[config.mk]
export PLATFORM = sky130hd
export DESIGN_NAME = lwm_cell
export DESIGN_NICKNAME = d
export VERILOG_FILES = /design/src/rtl/lwm_pkg.sv /design/src/rtl/lwm_cell.sv
export SDC_FILE = /design/constraint.sdc
export NUM_CORES = 1
export LEC_CHECK = 0
export BUFFER_PORTS_ARGS = -buffer_cell sky130_fd_sc_hd__clkbuf_2
export CAP_MARGIN = 20
export CORE_MARGIN = 4
export CORE_UTILIZATION = 50
export DETAILED_ROUTE_END_ITERATION = 8
export PLACE_DENSITY = 0.85
export SETUP_SLACK_MARGIN = 0.1
export SYNTH_ARGS = -nofsm -noshare
export SYNTH_HDL_FRONTEND = slang
export SYNTH_SLANG_ARGS = --single-unit
export TNS_END_PERCENT = 100
[constraint.sdc]
create_clock -name clk -period 5.2 [get_ports clk]
set_clock_uncertainty 0.05 [all_clocks]
set_input_delay 0.52 -clock clk [delete_from_list [all_inputs] [get_ports clk]]
set_output_delay 0.52 -clock clk [all_outputs]
set_load 0.005 [all_outputs]
[src/rtl/lwm_pkg.sv]
`timescale 1ns / 1ps
// ----------------------------------------------------------------------------
// lwm_pkg
// Constants and the token type that travels along the matcher cell chain.
// ----------------------------------------------------------------------------
package lwm_pkg;

  localparam int DEF_PATTERN_LEN = 64;

  localparam logic [7:0] ANY_RUN = 8'd37;  // '%'
  localparam logic [7:0] ANY_ONE = 8'd95;  // '_'

  // one token per accepted transaction; the *_nb fields describe the
  // cell that handed the token on
  typedef struct packed {
    logic       vld;
    logic       is_text;
    logic       clr;        // new pattern: drop every stored byte
    logic       wr;         // pattern byte write
    logic       fresh;      // first transaction of a text
    logic       present;
    logic       last;
    logic       ovf;
    logic [7:0] data;
    logic       v_nb;
    logic [7:0] s_nb;
    logic       a0_nb;      // neighbour active at text start
    logic       a_nb;       // neighbour active after this byte
    logic       a_prev_nb;  // neighbour active before this byte
    logic       hit;        // end position reached
  } tok_t;

endpackage

[src/rtl/lwm_cell.sv]
`timescale 1ns / 1ps
// ----------------------------------------------------------------------------
// lwm_cell
// One pattern position: holds its byte and active bit, updates both as
// tokens pass and hands each token on to the next position through a register.
// ----------------------------------------------------------------------------
module lwm_cell #(
  parameter int PATTERN_LEN = lwm_pkg::DEF_PATTERN_LEN,
  parameter int CELL_ID     = 0,
  parameter int IW          = $clog2(PATTERN_LEN + 1)
) (
  input  logic          clk,
  input  logic          rst,
  input  logic          adv,
  input  lwm_pkg::tok_t tok_in,
  input  logic [IW-1:0] idx_in,
  output lwm_pkg::tok_t tok_out,
  output logic [IW-1:0] idx_out
);
  import lwm_pkg::*;

  tok_t       tok_q, tok_next;
  logic [7:0] s_q;
  logic       v_q;
  logic       a_q;
  logic       pct_nb, pct_self, a0_self, cur_self, cur_nb, step, a_new;

  always_comb begin
    pct_nb   = tok_in.v_nb && (tok_in.s_nb == ANY_RUN);
    pct_self = v_q && (s_q == ANY_RUN);
    a0_self  = pct_nb && tok_in.a0_nb;
    cur_self = tok_in.fresh ? a0_self : a_q;
    cur_nb   = tok_in.fresh ? tok_in.a0_nb : tok_in.a_prev_nb;
    // neighbour consumes this byte and moves on to us
    step     = cur_nb && tok_in.v_nb && (tok_in.s_nb != ANY_RUN)
               && ((tok_in.s_nb == ANY_ONE) || (tok_in.s_nb == tok_in.data));
    a_new    = tok_in.present ? ((cur_self && pct_self) || step || (pct_nb && tok_in.a_nb))
                              : cur_self;

    tok_next           = tok_in;
    tok_next.v_nb      = v_q;
    tok_next.s_nb      = s_q;
    tok_next.a0_nb     = a0_self;
    tok_next.a_nb      = a_new;
    tok_next.a_prev_nb = a_q;
    tok_next.hit       = tok_in.hit || (a_new && !v_q);
  end

  always_ff @(posedge clk) begin
    if (rst) begin
      tok_q <= '0;
      v_q   <= 1'b0;
      a_q   <= 1'b0;
    end else if (adv) begin
      tok_q <= tok_next;
      if (tok_in.vld) begin
        if (tok_in.is_text) begin
          a_q <= a_new;
        end else begin
          if (tok_in.clr) begin
            v_q <= 1'b0;
          end
          if (tok_in.wr && (idx_in == IW'(CELL_ID))) begin
            v_q <= 1'b1;
          end
        end
      end
    end
  end

  always_ff @(posedge clk) begin
    if (adv) begin
      idx_out <= idx_in;
      if (tok_in.vld && !tok_in.is_text && tok_in.wr && (idx_in == IW'(CELL_ID))) begin
        s_q <= tok_in.data;
      end
    end
  end

  assign tok_out = tok_q;

endmodule

==> impl_results.rst <==
.. list-table::
   :header-rows: 1

   * - Metric
     - Value
   * - Result of the run
     - complete, no violations
   * - Register area share after synthesis
     - 0.599
   * - Cell Area, Synth
     - 1790 um2
   * - Initial Util
     - 0.528
   * - Final design area excluding fillers
     - between 2000 and 2500 um2
   * - Number of clock buffers inserted by TritonCTS
     - 5
   * - Leakage Power
     - roughly 1.1 nW
   * - Startpoint type of the worst setup path
     - flip-flop
   * - Combinational family with the most area after synthesis
     - simple AND/OR/NAND/NOR gates
   * - Maximum net fanout on the critical path
     - 2
   * - Startpoint of the worst register-to-register path
     - s_q[7]
   * - Category of the most critical setup path
     - reg2reg
   * - Final layout net count
     - around 270
   * - Via count of the first global-routing pass
     - 1401
   * - Area fraction of the dominant cell type after synthesis
     - 0.347
   * - Final worst path period share
     - 0.373
   * - Cts repair resizes
     - 0
   * - Proportion of register bits with asynchronous set or reset after synthesis
     - 0
   * - Required time at the endpoint of the critical path
     - 5.41 ns
   * - Cells taking the most area after synthesis
     - dfxtp_1 (35%), edfxtp_1 (25%), mux2i_1 (14%), nor2_1 (6.3%), xor2_1 (3.9%)
   * - Number of buffers added on ports
     - between 70 and 80
   * - Num Clock Sinks
     - 46
   * - Depth of the most critical reg-to-reg path
     - 6
   * - Worst hold path startpoint
     - idx_in[1]
   * - Reg clk slew, reported paths
     - 0.12 ns
   * - Min Clock Period, post-route
     - approximately 1.9 ns
   * - CP startpoint
     - s_q[7]
   * - Share of final-layout standard cells stronger than drive strength 1
     - 0.372
   * - Pre-CTS setup slack
     - between 2 and 3 ns
   * - Worst-case setup margin in the final layout
     - approximately 3.3 ns
   * - Areal power density over the cells
     - between 300 and 400 nW/um2
   * - DRC Markers
     - 0
   * - Chip Width
     - slightly below 70 um
   * - Most used DFF post-synth
     - dfxtp_1
   * - Number of synthesized flops with an enable pin
     - 15
   * - Number of vias in the routed layout
     - approximately 1400
   * - Antenna violations before repair
     - 0
   * - Diode count
     - 0
   * - Area Growth Syn to Fin
     - 27.6%
   * - Ratio of routed vias to standard cells
     - about 5.0
   * - Number of failing setup endpoints in the final timing report
     - 0
   * - Count of unique library cells instantiated by Yosys
     - 28
   * - Signal arrival time at the worst endpoint
     - approximately 2.2 ns
   * - Maximum number of pins on one net before global-route repair
     - 42
   * - Slew HR
     - 0.584
   * - #FFs+latches synth
     - between 40 and 50
   * - # Max-Cap Violations
     - 0
   * - Max-slew violation count
     - 0
   * - Total Routing Usage GR
     - 0.184
   * - Die outline height
     - just under 70 um
   * - Area fraction in compound gates after synthesis
     - 0.0371
   * - Post-detailed-route wirelength per cell
     - between 10 and 15 um
   * - Share of synthesized cell area in and, or, nand and nor gates
     - 0.158
   * - H-tree depth
     - 2
   * - DRT Pass-1 Iters
     - 4
   * - First-iteration detailed-routing DRC count
     - 96
   * - Most repeated cell in the gate-level netlist after synthesis
     - dfxtp_1
   * - Skew-Pair Late Insertion Delay
     - roughly 0.34 ns
   * - Number of buffers on the longest clock path
     - 2
   * - Syn_nets
     - between 150 and 200
   * - Instance area after placement
     - roughly 2200 um2
   * - Number of inserted filler cells in the final layout
     - roughly 290
   * - Type of element capturing the critical path
     - flip-flop
   * - Worst min-delay path category
     - in2reg
   * - Share of the synthesized netlist area taken by xor and xnor gates
     - 0.0392
   * - CTS Root Cell
     - clkbuf_4
   * - Number of placed I/O pins
     - 75
   * - Register-to-register setup slack
     - around 3.3 ns
   * - Synthesized instance count
     - roughly 160
   * - Adder-cell share of the synthesized area
     - 0
   * - Peak ir drop on the vdd network
     - 0.183 mV
   * - Wire length of the first global-routing pass
     - approximately 6300 um
   * - Weighted congestion reported at the end of routability-driven placement
     - roughly 0.75
   * - End point of the critical path
     - tok_out[0]
   * - Achievable clock frequency
     - 0.516 GHz
   * - Clock tree from TritonCTS
     - yes
   * - Number of nets with antenna violations after detailed routing
     - 0
   * - Area of the die
     - between 4000 and 5000 um2
   * - Setup bufs post-CTS
     - 0
   * - Setup_tns
     - 0 ns
   * - Avg Inst Size Synth
     - approximately 12 um2
   * - Slew at the pin closest to its max-slew limit
     - 0.624 ns
   * - Core area
     - between 3000 and 4000 um2
   * - Endpoint of the most critical register-to-register path
     - tok_out[0]
   * - Fin. Hold Viols
     - 0
   * - Most numerous cell types in the synthesized netlist
     - dfxtp_1 (31), nor2_1 (30), mux2i_1 (25)
   * - Hold buffers post-CTS
     - 0
   * - Setup repair after global routing missed its margin
     - false
   * - Cell type with the largest total area after synthesis
     - dfxtp_1
   * - Number of rows created at floorplan
     - 21
   * - Congestion Overflow GR
     - 0
   * - Number of warnings printed during yosys synthesis
     - 0
   * - Mux share of post-synthesis cell area
     - 0.146
   * - Final routed wirelength across all metal layers
     - about 3900 um
[critical path, cell delays in order (launching register included)]
cell and delay (ns):
edfxtp_1 0.41, or4bb_1 0.51, nor3_1 0.14, nand4b_1 0.15, a22oi_2 0.23, o31ai_1 0.10, a311oi_1 0.25
[registers in the layout, indices dropped and copies added, names as in the netlist]
register and flops:
tok_out 29, a_q 1, s_q 8, idx_out 7
v_q 1
[how the worst min path moves through the flow]
stage | slack [ns] | end | cells past startpoint
2_1_floorplan | 0.41 | tok_out[3] | 2
3_3_place_gp | 0.41 | tok_out[3] | 2
5_1_grt | 0.28 | idx_out[1] | 1
6_report | 0.31 | idx_out[1] | 1
4_1_cts | 0.30 | idx_out[1] | 1
3_5_place_dp | 0.41 | tok_out[3] | 2
[report_power, final]
| group | internal, mW | leakage (nW) | switching [mW] |
|---|---|---|---|
| registers | 0.387 | 0.396 | 0.00694 |
| logic | 0.0365 | 0.619 | 0.0379 |
| clock network | 0.115 | 0.0455 | 0.105 |
| total | 0.538 | 1.06 | 0.149 |
[stage by stage]
stage          utilization  cells  hold WS (ns)  power [mW]
6_report             0.674    277         0.308       0.688
5_1_grt              0.674    277         0.281       0.722
4_1_cts              0.674    277         0.296       0.694
3_5_place_dp         0.649    269         0.413       0.477
3_3_place_gp         0.649    269         0.408       0.475
2_1_floorplan            -    155         0.412       0.435
[kinds of logic after synthesis]
kind of cell / count (synthesis)
AO/OA/AOI/OAI: 9
XOR/XNOR: 8
buffers and inverters: 10
flip-flops: 46
multiplexers: 26
AND/OR/NAND/NOR: 56
[placed cells by master (no fill, tap or decap), types with 2 or more instances in the layout]
cell type  count
a211oi_1       3
a21oi_1        3
clkbuf_2      74
clkbuf_4       5
dfxtp_1       31
edfxtp_1      15
inv_1          3
mux2i_1       25
nand2_1        5
nand2b_1       3
nand3_1        2
nand4_1        2
nand4b_1       2
nor2_1        30
nor3_1         2
nor4_1         3
xor2_1         8
[metal layers]
layer | share of wire | GRT usage | up-vias
met4 | 0.012 | 0.0794 | 0
met5 | 0 | 0 | -
met2 | 0.44 | 0.287 | 65
met1 | 0.44 | 0.237 | 606
li1 | - | - | 700
met3 | 0.10 | 0.0558 | 5
[area by class of cell]
type	count	area, um2	area share
well taps	46	57.6	0.0252
inverters	3	11.3	0.00493
repair buffers	75	378	0.165
clock buffers	7	55.1	0.0241
multi-input cells	99	681	0.298
clock inverters	1	30.0	0.0132
flip-flops and latches	46	1070	0.469
Power figures use the tool's default switching activity.
