$ cat config.mk
export PLATFORM = sky130hd
export DESIGN_NAME = lwm_front_flat
export DESIGN_NICKNAME = d
export VERILOG_FILES = /design/src/rtl/lwm_pkg.sv /design/src/rtl/lwm_in_if.sv /design/src/rtl/lwm_front.sv /design/src/flat_wrapper.sv
export SDC_FILE = /design/constraint.sdc
export NUM_CORES = 1
export LEC_CHECK = 0
export BUFFER_PORTS_ARGS = -buffer_cell sky130_fd_sc_hd__buf_2
export CORE_AREA = 2 2 48 50
export CTS_CLUSTER_SIZE = 12
export DETAILED_ROUTE_END_ITERATION = 16
export DIE_AREA = 0 0 50 52
export PLACE_DENSITY_LB_ADDON = 0.3
export SLEW_MARGIN = 10
export SYNTH_ARGS = -nofsm -noshare
export SYNTH_HDL_FRONTEND = slang
export SYNTH_SLANG_ARGS = --single-unit
$ cat constraint.sdc
create_clock -name clk -period 1.7 [get_ports clk]
set_input_delay 0 -clock clk [delete_from_list [all_inputs] [get_ports clk]]
set_output_delay 0 -clock clk [all_outputs]
set_load 0.02 [all_outputs]
$ cat src/rtl/lwm_pkg.sv
`timescale 1ns / 1ps
// ----------------------------------------------------------------------------
// lwm_pkg
// Constants and the token type that travels along the matcher cell chain.
// ----------------------------------------------------------------------------
package lwm_pkg;

  localparam int DEF_PATTERN_LEN = 64;

  localparam logic [7:0] ANY_RUN = 8'd37;  // '%'
  localparam logic [7:0] ANY_ONE = 8'd95;  // '_'

  // one token per accepted transaction; the *_nb fields describe the
  // cell that handed the token on
  typedef struct packed {
    logic       vld;
    logic       is_text;
    logic       clr;        // new pattern: drop every stored byte
    logic       wr;         // pattern byte write
    logic       fresh;      // first transaction of a text
    logic       present;
    logic       last;
    logic       ovf;
    logic [7:0] data;
    logic       v_nb;
    logic [7:0] s_nb;
    logic       a0_nb;      // neighbour active at text start
    logic       a_nb;       // neighbour active after this byte
    logic       a_prev_nb;  // neighbour active before this byte
    logic       hit;        // end position reached
  } tok_t;

endpackage

$ cat src/rtl/lwm_in_if.sv
`timescale 1ns / 1ps
// ----------------------------------------------------------------------------
// lwm_in_if
// Input channel: pattern or text bytes with valid/ready handshake.
// ----------------------------------------------------------------------------
interface lwm_in_if;
  logic       valid;
  logic       ready;
  logic       mode;
  logic [7:0] data_byte;
  logic       byte_present;
  logic       is_last;

  modport source (output valid, mode, data_byte, byte_present, is_last, input ready);
  modport sink   (input valid, mode, data_byte, byte_present, is_last, output ready);
  modport mon    (input valid, ready, mode, data_byte, byte_present, is_last);
endinterface

$ cat src/rtl/lwm_front.sv
`timescale 1ns / 1ps
// ----------------------------------------------------------------------------
// lwm_front
// Pattern bookkeeping and token injection at the head of the cell chain.
// ----------------------------------------------------------------------------
module lwm_front #(
  parameter int PATTERN_LEN = lwm_pkg::DEF_PATTERN_LEN,
  parameter int IW          = $clog2(PATTERN_LEN + 1)
) (
  input  logic          clk,
  input  logic          rst,
  input  logic          adv,
  lwm_in_if.sink        in_ch,
  output lwm_pkg::tok_t tok,
  output logic [IW-1:0] idx
);
  import lwm_pkg::*;

  logic [IW-1:0] pat_len, pat_len_next;
  logic          pat_done, pat_done_next;
  logic          ovf, ovf_next;
  logic          fresh, fresh_next;
  logic          fire;
  logic [IW-1:0] len_base;
  logic          ovf_base;
  logic          room;

  assign in_ch.ready = adv;
  assign fire        = in_ch.valid && adv;

  always_comb begin
    len_base      = pat_done ? '0 : pat_len;
    ovf_base      = pat_done ? 1'b0 : ovf;
    room          = len_base < IW'(PATTERN_LEN);
    pat_len_next  = pat_len;
    pat_done_next = pat_done;
    ovf_next      = ovf;
    fresh_next    = fresh;

    tok           = '0;
    tok.vld       = fire;
    tok.is_text   = in_ch.mode;
    tok.clr       = !in_ch.mode && pat_done;
    tok.wr        = !in_ch.mode && in_ch.byte_present && room;
    tok.fresh     = fresh;
    tok.present   = in_ch.byte_present;
    tok.last      = in_ch.is_last;
    tok.ovf       = ovf;
    tok.data      = in_ch.data_byte;
    // virtual cell ahead of position zero: a '%' that is active only at start
    tok.v_nb      = 1'b1;
    tok.s_nb      = ANY_RUN;
    tok.a0_nb     = 1'b1;
    tok.a_nb      = 1'b0;
    tok.a_prev_nb = 1'b0;
    tok.hit       = 1'b0;
    idx           = len_base;

    if (fire) begin
      if (!in_ch.mode) begin
        pat_len_next = len_base;
        ovf_next     = ovf_base;
        if (in_ch.byte_present) begin
          if (room) begin
            pat_len_next = len_base + 1'b1;
          end else begin
            ovf_next = 1'b1;
          end
        end
        pat_done_next = in_ch.is_last;
        fresh_next    = 1'b1;
      end else begin
        fresh_next = in_ch.is_last;
      end
    end
  end

  always_ff @(posedge clk) begin
    if (rst) begin
      pat_len  <= '0;
      pat_done <= 1'b1;
      ovf      <= 1'b0;
      fresh    <= 1'b1;
    end else begin
      pat_len  <= pat_len_next;
      pat_done <= pat_done_next;
      ovf      <= ovf_next;
      fresh    <= fresh_next;
    end
  end

endmodule

$ cat src/flat_wrapper.sv
// flat-port wrapper written by rule: the top's interface ports become plain ports
module lwm_front_flat import lwm_pkg::*;
#(
  parameter int PATTERN_LEN = lwm_pkg::DEF_PATTERN_LEN,
  parameter int IW          = $clog2(PATTERN_LEN + 1)
)
  (clk, rst, adv, tok, idx, in_ch_valid, in_ch_mode, in_ch_data_byte, in_ch_byte_present, in_ch_is_last, in_ch_ready);
  lwm_in_if in_ch_i ();
  input  logic clk;
  input  logic rst;
  input  logic adv;
  output lwm_pkg::tok_t tok;
  output logic [IW-1:0] idx;
  input wire logic [$bits(in_ch_i.valid)-1:0] in_ch_valid;
  input wire logic [$bits(in_ch_i.mode)-1:0] in_ch_mode;
  input wire logic [$bits(in_ch_i.data_byte)-1:0] in_ch_data_byte;
  input wire logic [$bits(in_ch_i.byte_present)-1:0] in_ch_byte_present;
  input wire logic [$bits(in_ch_i.is_last)-1:0] in_ch_is_last;
  output wire logic [$bits(in_ch_i.ready)-1:0] in_ch_ready;
  assign in_ch_i.valid = in_ch_valid;
  assign in_ch_i.mode = in_ch_mode;
  assign in_ch_i.data_byte = in_ch_data_byte;
  assign in_ch_i.byte_present = in_ch_byte_present;
  assign in_ch_i.is_last = in_ch_is_last;
  assign in_ch_ready = in_ch_i.ready;
  lwm_front #(.PATTERN_LEN(PATTERN_LEN), .IW(IW)) u_core (.clk(clk), .rst(rst), .adv(adv), .in_ch(in_ch_i), .tok(tok), .idx(idx));
endmodule
==> run metrics <==
outcome=complete, no violations; XOR/XNOR Fraction of Synth Area=1.07%; Arr. time, crit path=1.59 ns; final hold viol count=0; CTS Buf Count=3; placed cells=133; via count=642; FF-to-FF End=u_core.pat_len[5]$_SDFFE_PP0P_; global route overflow=0; drt pass-1 iters=4; I/O pins=52; vias in the first global route=567; gr usage total=13.4%; layout cells sized above 1=27.3%; Initial Utilization=38.9%; vias per cell=4.65; pwr/cell area=668 mW/mm2; Reg2Reg Setup Slack=0.28 ns; Data required, critical path=1.86 ns; largest family of logic cells by synthesized area=simple AND/OR/NAND/NOR gates; synth unique cells=32; Switch Pwr=0.000161 W; Yosys warnings=0; Synth Area in Adders=1.53%; hpwl dp=1200 um; simple-gate share of the synthesized area=30.1%; Multi-input gate area=420 um2; CP Class=reg2reg; Routability Congestion=0.765; first-pass GRT wire length=2620 um; PortBufs=22; final-layout fill cell count=229; Post-Syn Area per Cell=8.03 um2; Finished Layout Cells=138; hold buffers post-CTS=1; synthesized flop and latch total=10; hold path depth=0; Seq/Total Area, Yosys=24.4%; FF-to-FF Start=u_core.pat_done$_SDFFE_PP1P_; Layout Skew=0.00594 ns; commonest cells after routing, fill and taps aside=buf_2, conb_1, dfxtp_1; fmax=703 MHz; most common cell after layout, fill and taps aside=buf_2; CP startpoint=u_core.pat_done$_SDFFE_PP1P_; Slew Limit Fails=0; Layout area overhead=1.37%; worst-skew pair later-pin latency=0.27 ns; Max clock buf depth=2; Die Span X=50 um; H-tree depth=1; Internal=0.000394 W; register area=200 um2; min Tclk post-route=1.42 ns; final WL=1590 um; CTS tree=built; # setup viols final=0; clock root buffer=clkbuf_4; Die ar.=0.00260 mm2; switching share of total power=29.1%; Worst Hold Class=in2out; Final Net Count=127; final critical-path share of the clock period=83.6%; Clock power frac=39.6%; combinational share of power=16.9%; Iter 0 DRT Violations=11; Die H=52 um; power share of the sequential group=43.5%; RSZ-0062 raised after global routing=false; Cell Area, Synth=820 um2; Worst Reg-to-Reg Cells=4; cells after synthesis=102; Core Footprint=0.00211 mm2; setup TNS=0 ns; Worst Setup End Kind=flop; largest net degree at the start of global routing=11; CP startpoint kind=flop; mux cell area share after synthesis=2.44%; post-CTS sizing=0; VDD IR max=0.486 mV; antenna cells=0; postcts setup bufs=0; crit path capture=u_core.pat_len[5]$_SDFFE_PP0P_; clock net sink count=10; area fraction in compound gates after synthesis=10.2%; num rows=17; P_leak=0.426 nW; initial antenna violation count=0; Detail Route Antenna Nets=0; MaxCap Viol Count=0; # DRC=0; CP max FO=10; Clock transition at path regs=0.07 ns; WL/cell=11.5 um
[through the flow]
step | utilization, % | setup slack, ns | cell area, um2 | hold WS, ns | total power, W
after floorplan | - | 0.0281 | 861 | 0.0781 | 0.000371
after global placement | 37.3 | 0.308 | 785 | 0.000137 | 0.000338
after detailed placement | 37.3 | 0.288 | 785 | 0.000137 | 0.000338
after CTS | 39.5 | 0.283 | 831 | 0.000137 | 0.000565
after global routing | 39.5 | 0.195 | 831 | 0.0000308 | 0.000586
final | 39.5 | 0.278 | 831 | 0.00000883 | 0.000555
[how the worst min path moves through the flow]
stage                             from  endpoint
floorplan                   in_ch_mode   tok[26]
global placement    in_ch_data_byte[5]   tok[18]
detailed placement  in_ch_data_byte[5]   tok[18]
CTS                 in_ch_data_byte[5]   tok[18]
global route        in_ch_data_byte[1]   tok[14]
finish              in_ch_data_byte[4]   tok[17]
[synth_stat cells]
| master | instances | area [um2] |
|---|---|---|
| o211ai_1 | 1 | 7.51 |
| and3b_1 | 2 | 17.5 |
| nor2_1 | 8 | 30.0 |
| buf_6 | 1 | 11.3 |
| nor2b_1 | 5 | 31.3 |
| o21ai_0 | 3 | 15.0 |
| xnor2_1 | 1 | 8.76 |
| nand3b_4 | 1 | 20.0 |
| a21oi_1 | 5 | 25.0 |
| or4_4 | 1 | 11.3 |
| inv_1 | 3 | 11.3 |
| nand4b_4 | 1 | 23.8 |
| conb_1 | 2 | 7.51 |
| buf_1 | 1 | 3.75 |
| nand4_1 | 2 | 12.5 |
| and2b_1 | 2 | 15.0 |
| dfxtp_1 | 10 | 200 |
| clkbuf_1 | 1 | 3.75 |
| nor3_1 | 3 | 15.0 |
| o2111ai_1 | 1 | 8.76 |
| nor3b_1 | 1 | 7.51 |
| nand3b_1 | 2 | 15.0 |
| and2_1 | 1 | 6.26 |
| o21bai_1 | 1 | 7.51 |
| buf_4 | 28 | 210 |
| ha_1 | 1 | 12.5 |
| and3_1 | 1 | 6.26 |
| nand2_1 | 7 | 26.3 |
| a31oi_1 | 2 | 12.5 |
| mux2i_1 | 2 | 20.0 |
| a22oi_1 | 1 | 7.51 |
| nand4b_1 | 1 | 8.76 |
[power by group through the flow]
stage / sequential, W / clock [W] / combinational, W
final: 0.000241 / 0.000220 / 0.0000936
after global routing: 0.000242 / 0.000242 / 0.000102
after CTS: 0.000241 / 0.000230 / 0.0000937
after detailed placement: 0.000247 / 0 / 0.0000918
after global placement: 0.000246 / 0 / 0.0000912
after floorplan: 0.000244 / 0 / 0.000127
[final cells by class]
type | count | share of cell area, %
flip-flops and latches | 10 | 24.1
clock buffers | 4 | 4.37
inverters | 3 | 1.36
multi-input cells | 69 | 50.6
repair buffers | 24 | 15.4
well taps | 28 | 4.22
[cell families after synthesis]
logic type	count (synthesis)
fa+ha+maj	1
xor+xnor	1
other cells	2
mux	2
simple gates	38
flops	10
buf+inv	34
compound gates	14
[registers in the layout (all words and copies together), names as in the netlist]
signal	count
u_core.ovf	1
u_core.pat_done	1
u_core.fresh	1
u_core.pat_len	7
[worst max-delay path: stages (launching register included)]
cell	delay, ns
dfxtp_1	0.41
nand4b_4	0.21
or4_4	0.49
xnor2_1	0.16
nor2_1	0.05
[layer usage]
metal | track usage, % | part of all wire (%) | up-vias
li1 | - | - | 321
met1 | 16.7 | 43 | 297
met2 | 20.8 | 48 | 24
met3 | 5.46 | 8.9 | 0
met4 | 4.17 | 0 | 0
met5 | 0 | 0 | -
Power figures use the tool's default switching activity.
